==> config.mk <==
export PLATFORM = sky130hd
export DESIGN_NAME = lrx_cell
export DESIGN_NICKNAME = d
export VERILOG_FILES = /design/src/hw/rtl/lrx_pkg.sv /design/src/hw/rtl/lrx_cell.sv
export SDC_FILE = /design/constraint.sdc
export NUM_CORES = 2
export LEC_CHECK = 0
export ABC_AREA = 1
export BUFFER_PORTS_ARGS = -buffer_cell sky130_fd_sc_hd__buf_4
export CAP_MARGIN = 20
export CORE_AREA = 2 2 345 415
export CTS_CLUSTER_DIAMETER = 200
export CTS_CLUSTER_SIZE = 8
export DETAILED_ROUTE_END_ITERATION = 6
export DIE_AREA = 0 0 347 417
export GPL_TIMING_DRIVEN = 0
export HOLD_SLACK_MARGIN = 0.06
export PLACE_DENSITY = 0.82
export REMOVE_ABC_BUFFERS = 1
export SETUP_SLACK_MARGIN = 0.1
export SLEW_MARGIN = 20
export SYNTH_ARGS = -nofsm -noshare
export SYNTH_HDL_FRONTEND = slang
export SYNTH_SLANG_ARGS = --single-unit
==> constraint.sdc <==
create_clock -name clk -period 12.8 [get_ports clk]
set_input_delay 1.28 -clock clk [delete_from_list [all_inputs] [get_ports clk]]
set_output_delay 1.28 -clock clk [all_outputs]
set_load 0.02 [all_outputs]
==> src/hw/rtl/lrx_pkg.sv <==
// ----------------------------------------------------------------------------
// lrx_pkg
// shared types, register indexes and arithmetic helpers of the crossover
// ----------------------------------------------------------------------------
package lrx_pkg;

	localparam int COEF_W = 25;
	localparam int ST_W   = 32;
	localparam int ACC_W  = 40;

	localparam logic [COEF_W-1:0] K_EVEN   = 25'd31000253;
	localparam logic [COEF_W-1:0] K_ODD    = 25'd12840725;
	localparam logic [COEF_W-1:0] COEF_ONE = 25'd16777216;

	typedef enum logic [2:0] {
		REG_MODE,
		REG_LR2_GAIN,
		REG_FIRST_A1,
		REG_FIRST_A2,
		REG_FIRST_A3,
		REG_SECOND_A1,
		REG_SECOND_A2,
		REG_SECOND_A3
	} cfg_idx_t;

	typedef enum logic [2:0] {
		ST_IDLE,
		ST_P0,
		ST_P1,
		ST_P2,
		ST_P3,
		ST_P4,
		ST_DONE
	} cell_state_t;

	typedef struct packed {
		logic start;
		logic clear;
	} cell_ctl_t;

	typedef struct packed {
		logic                        mode;
		logic [COEF_W-1:0]           g;
		logic [1:0][2:0][COEF_W-1:0] a;
	} coef_t;

	typedef struct packed {
		logic                   ch;
		logic signed [ST_W-1:0] low;
		logic signed [ST_W-1:0] high;
	} word_t;

	function automatic logic signed [ST_W-1:0] sat32(input logic signed [ACC_W-1:0] v);
		logic signed [ACC_W-1:0] hi;
		logic signed [ACC_W-1:0] lo;
		hi = 40'sh007FFFFFFF;
		lo = -hi - 40'sd1;
		if (v > hi) begin
			return ST_W'(hi);
		end else if (v < lo) begin
			return ST_W'(lo);
		end
		return ST_W'(v);
	endfunction

endpackage

==> src/hw/rtl/lrx_cell.sv <==
// ----------------------------------------------------------------------------
// lrx_cell
// one filter section: state of all channels, one shared rounding multiplier
// ----------------------------------------------------------------------------
module lrx_cell #(
	parameter int IDX      = 0,
	parameter int CHANNELS = 2
) (
	input  logic              clk,
	input  logic              arst_n,
	input  lrx_pkg::cell_ctl_t ctl,
	input  lrx_pkg::coef_t    coef,
	input  lrx_pkg::word_t    din,
	output lrx_pkg::word_t    dout,
	output logic              done
);
	import lrx_pkg::*;

	localparam int CW  = (CHANNELS > 1) ? $clog2(CHANNELS) : 1;
	localparam int SET = IDX % 2;
	localparam bit LR2_CELL = (IDX < 2);
	localparam logic [COEF_W-1:0] K = (SET == 1) ? K_ODD : K_EVEN;

	logic signed [ST_W-1:0] st0_q [CHANNELS];
	logic signed [ST_W-1:0] st1_q [CHANNELS];
	logic signed [ST_W-1:0] st2_q [CHANNELS];
	logic signed [ST_W-1:0] st3_q [CHANNELS];
	logic [CHANNELS-1:0]    vld_q;

	cell_state_t state_q, state_d;
	logic                   path_q, path_d;
	logic                   ch_q;
	logic [CW-1:0]          rd_idx, wr_idx;
	logic signed [ST_W-1:0] xl_q, xh_q, s0_q, s1_q, s2_q, s3_q, lo_q, hi_q;
	logic signed [35:0]     v3_q, v1_q;
	logic signed [37:0]     acc_q, v2_q;

	logic signed [ST_W-1:0]  x, sa, sb;
	logic signed [35:0]      opa;
	logic signed [25:0]      opb;
	logic signed [61:0]      prod, rnd;
	logic signed [37:0]      m;
	logic signed [ACC_W-1:0] lp, v2;

	assign rd_idx = CW'(din.ch);
	assign wr_idx = CW'(ch_q);

	assign x  = path_q ? xh_q : xl_q;
	assign sa = path_q ? s2_q : s0_q;
	assign sb = path_q ? s3_q : s1_q;

	always_comb begin
		opa = 36'(x) - 36'(sa);
		opb = signed'({1'b0, coef.g});
		if (coef.mode) begin
			unique case (state_q)
				ST_P0: begin
					opa = 36'(sa);
					opb = signed'({1'b0, coef.a[SET][0]});
				end
				ST_P1: begin
					opa = v3_q;
					opb = signed'({1'b0, coef.a[SET][1]});
				end
				ST_P2: begin
					opa = 36'(sa);
					opb = signed'({1'b0, coef.a[SET][1]});
				end
				ST_P3: begin
					opa = v3_q;
					opb = signed'({1'b0, coef.a[SET][2]});
				end
				ST_P4: begin
					opa = v1_q;
					opb = signed'({1'b0, K});
				end
				default: begin
					opa = 36'(sa);
					opb = signed'({1'b0, coef.a[SET][0]});
				end
			endcase
		end
	end

	assign prod = 62'(opa) * 62'(opb);
	assign rnd  = prod + 62'sd8388608;
	assign m    = signed'(rnd[61:24]);
	assign lp   = ACC_W'(m) + ACC_W'(sa);
	assign v2   = ACC_W'(acc_q) + ACC_W'(m);

	always_comb begin
		state_d = state_q;
		path_d  = path_q;
		unique case (state_q)
			ST_IDLE: begin
				path_d = 1'b0;
				if (ctl.start) begin
					state_d = (coef.mode || LR2_CELL) ? ST_P0 : ST_DONE;
				end
			end
			ST_P0: begin
				if (coef.mode) begin
					state_d = ST_P1;
				end else if (!path_q) begin
					path_d = 1'b1;
				end else begin
					state_d = ST_DONE;
				end
			end
			ST_P1: state_d = ST_P2;
			ST_P2: state_d = ST_P3;
			ST_P3: begin
				if (!path_q) begin
					path_d  = 1'b1;
					state_d = ST_P0;
				end else begin
					state_d = ST_P4;
				end
			end
			ST_P4:   state_d = ST_DONE;
			ST_DONE: state_d = ST_IDLE;
			default: state_d = ST_IDLE;
		endcase
	end

	always_ff @(posedge clk or negedge arst_n) begin
		if (!arst_n) begin
			state_q <= ST_IDLE;
			path_q  <= 1'b0;
			vld_q   <= '0;
		end else begin
			state_q <= state_d;
			path_q  <= path_d;
			if (ctl.clear) begin
				vld_q <= '0;
			end else if (state_q == ST_DONE) begin
				vld_q[wr_idx] <= 1'b1;
			end
		end
	end

	always_ff @(posedge clk) begin
		unique case (state_q)
			ST_IDLE: begin
				if (ctl.start) begin
					ch_q <= din.ch;
					xl_q <= din.low;
					xh_q <= din.high;
					lo_q <= din.low;
					hi_q <= din.high;
					s0_q <= vld_q[rd_idx] ? st0_q[rd_idx] : '0;
					s1_q <= vld_q[rd_idx] ? st1_q[rd_idx] : '0;
					s2_q <= vld_q[rd_idx] ? st2_q[rd_idx] : '0;
					s3_q <= vld_q[rd_idx] ? st3_q[rd_idx] : '0;
				end
			end
			ST_P0: begin
				if (coef.mode) begin
					v3_q  <= 36'(x) - 36'(sb);
					acc_q <= m;
				end else if (!path_q) begin
					s0_q <= sat32(lp + ACC_W'(m));
					lo_q <= sat32(lp);
				end else begin
					s2_q <= sat32(lp + ACC_W'(m));
					hi_q <= sat32(ACC_W'(x) - lp);
				end
			end
			ST_P1: v1_q  <= 36'(ACC_W'(acc_q) + ACC_W'(m));
			ST_P2: acc_q <= 38'(ACC_W'(sb) + ACC_W'(m));
			ST_P3: begin
				v2_q <= 38'(v2);
				if (!path_q) begin
					s0_q <= sat32((ACC_W'(v1_q) <<< 1) - ACC_W'(sa));
					s1_q <= sat32((v2 <<< 1) - ACC_W'(sb));
					lo_q <= sat32(v2);
				end else begin
					s2_q <= sat32((ACC_W'(v1_q) <<< 1) - ACC_W'(sa));
					s3_q <= sat32((v2 <<< 1) - ACC_W'(sb));
				end
			end
			ST_P4: hi_q <= sat32(ACC_W'(x) - ACC_W'(m) - ACC_W'(v2_q));
			ST_DONE: begin
				st0_q[wr_idx] <= s0_q;
				st1_q[wr_idx] <= s1_q;
				st2_q[wr_idx] <= s2_q;
				st3_q[wr_idx] <= s3_q;
			end
			default: begin
			end
		endcase
	end

	assign done      = (state_q == ST_DONE);
	assign dout.ch   = ch_q;
	assign dout.low  = lo_q;
	assign dout.high = hi_q;

endmodule

==> summary.txt <==
status: finished with violations
failing checks: design-rule violations, max-capacitance violations, max-slew violations, negative setup slack
yosys warns: 0
TritonRoute pass-1 iters: 7
asr flop ratio synth: 0.904%
first-pass GRT wire length: 497000 µm
routed wire length: 360000 µm
Nets: 12700
max-slew violations: 2
CP Max Fanout: 14
Area after DPL: 87800 µm²
Die ar.: 145000 µm²
Synth Flop Type: edfxtp_1
hold crit path type: in2async
largest incremental delay on the critical path: 1.47 ns
clock-pin slew on the worst setup and hold paths: 0.05 ns
Worst Path Class, Setup: reg2reg
RSZ-0062 raised after global routing: yes
die height: 417 µm
Vias: 80100
Initial Util: 58.5%
vias per inst: 6.27
largest net degree at the start of global routing: 89
largest cells by area after synthesis: edfxtp_1 (24%), fa_1 (23%), nand2_1 (10%)
Sum Neg Setup Slack: -391.92 ns
FP Rows: 151
Remaining Overflow, GRT: 0
Max Cap Violations: 1
H-tree Lvls: 3
CP Capture Type: register
syn avg cell area: 8.06 µm²
setup ws final: -2.54 ns
fillers: 9925
sequential-to-total area share from yosys stat: 24.2%
Worst path slowest cell: xor2_1
port buffer count: 235
share of cells above drive strength 1: 21.8%
number of global-route vias before repair: 79700
relative slew slack: -29.0%
Clock Latency Late Sink: 0.74 ns
endpoints failing setup: 212
total CTS buffers: 92
Die X: 347 µm
Synth Instances: 10200
Post-synth EDFFs: 658
initial antenna violation count: 17
setup slack, reg-to-reg: -2.54 ns
worst-margin pin slew: 1.93 ns
CTS root buffer: clkbuf_16
Final GP Congestion: 1.07
total core area: 141000 µm²
GRT Total Usage: 46.9%
Fmax: 65.2 MHz
hold_buf cts: 0
I/O pins: 311
# DRC: 28
routed len/inst: 28.2 µm
clock sinks: 664
TritonCTS clock tree: built
CP Launch Type: register
fin crit share: 120%
post-synth top area share: 24.0%
minimum clock period after layout: 15.34 ns
skew final: 0.0614 ns
post-synth top area cell: edfxtp_1
DP HPWL: 262000 µm
WP data required: 13.25 ns
Longest Clk Path Bufs: 3
Fin. Hold Viols: 0
#FFs+latches synth: 664
final instance area: 103000 µm²
Crit path top cell by count: fa_1
Cell variety after synth: 69
synth-to-layout area growth: 25.4%
WP data arrival: 15.80 ns
antenna-violating nets left: 0
drt initial violations: 9170
Post-Syn Area: 82400 µm²
==> layer usage <==
metal / wire length, µm / vias up / track usage [%]
met2: 162000 / 5795 / 75.8
met3: 40500 / 2082 / 10.9
met4: 46100 / 16 / 43.6
met5: 223 / - / 0
met1: 112000 / 38400 / 51.0
li1: - / 33900 / -
==> worst max-delay path, delay by kind of cell, from the launching register on <==
kind            cells  cell delay [ns]
fa+ha+maj          11             4.86
compound gates     13             1.88
flops               1             0.47
xor+xnor            3             1.95
simple gates       15             3.21
buf+inv            15             2.51
==> final cells by class <==
cell class,count,area [µm²],share of cell area (%)
multi-input cells,7428,62400,60.4
flip-flops and latches,664,19900,19.3
repair buffers,849,8760,8.47
inverters,1854,7250,7.02
clock buffers,125,2450,2.37
well taps,1836,2300,2.22
clock inverters,6,170,0.165
repair inverters,4,40.0,0.0388
diodes,12,30.0,0.0291
==> cells in the mapped netlist, types with 23 or more instances <==
cell      number
ha_1         562
nor2_1      1041
edfxtp_1     658
nand4_1       63
nand2_2       32
o21bai_1      23
inv_1       1812
o21ai_0      441
buf_2         33
xor2_1       189
o211ai_1      44
or2_2        111
nor3_1        53
nor4_1        26
o221ai_1      23
o21ai_1       70
xnor2_1      140
clkinv_1      26
o21a_1        46
clkbuf_1     209
nand2_1     2282
nand3_1      458
a21o_1        25
a21oi_1      535
a31oi_1       82
fa_1         960
==> per-stage QoR <==
step                worst slack (ns)  util (%)  hold WS, ns  cells
floorplan                      -2.87         -        0.437   9930
global placement              -14.37      60.5        0.441  12000
detailed placement             -8.09      62.4        0.451  12100
CTS                            -1.81      68.4        0.357  12500
global route                   -2.45      73.4        0.367  12800
finish                         -2.54      73.4        0.367  12800
==> sequential cells by signal, indices dropped and copies added (netlist names), 32 cells and up <==
| name | cells |
|---|---|
| v1_q | 36 |
| acc_q | 38 |
| st0_q | 64 |
| v2_q | 38 |
| s0_q | 32 |
| s3_q | 32 |
| hi_q | 32 |
| xl_q | 32 |
| st3_q | 64 |
| lo_q | 32 |
| st1_q | 64 |
| st2_q | 64 |
| s1_q | 32 |
| xh_q | 32 |
| s2_q | 32 |
| v3_q | 33 |
==> timing repair <==
action / in CTS / in global routing
pin swaps: 110 / 372
endpoints found under the hold margin: 0 / 0
gates resized for setup: 775 / 970
endpoints found under the setup margin: 302 / 263
gates cloned: 14 / 21
buffers inserted: 215 / 276
==> cells in the final DEF (no fill, tap or decap), types with 114 or more instances in the layout <==
cell      netlist  layout
ha_1          562     405
nand2_2        32     194
nand3_1       458     373
edfxtp_1      658     658
o21ai_0       441     289
nand2_1      2282    2031
nor2_1       1041     903
inv_1        1812    1703
a21oi_1       535     401
ha_4            0     132
xnor2_1       140     114
fa_1          960     938
buf_4          17     657
xor2_1        189     128
==> logic make-up after synthesis <==
| logic type | share of synthesized area [%] |
|---|---|
| mux | 0.0608 |
| simple gates | 20.6 |
| compound gates | 9.87 |
| flops | 24.2 |
| fa+ha+maj | 31.9 |
| buf+inv | 9.91 |
| xor+xnor | 3.50 |
==> final timing paths <==
kind | start | endpoint | cells after the start
setup / recovery | path_q | s0_q[16] | 57
hold / removal | arst_n | state_q[1] | 1
setup reg to reg | path_q | s0_q[16] | 57
hold reg to reg | s1_q[0] | st1_q[0][0] | 0
max in group asynchronous | arst_n | path_q | 1
min in group clk | s1_q[0] | st1_q[0][0] | 0
Power is not shown: default switching activity piles up to over one toggle a cycle in this logic, so the estimate is an artifact.
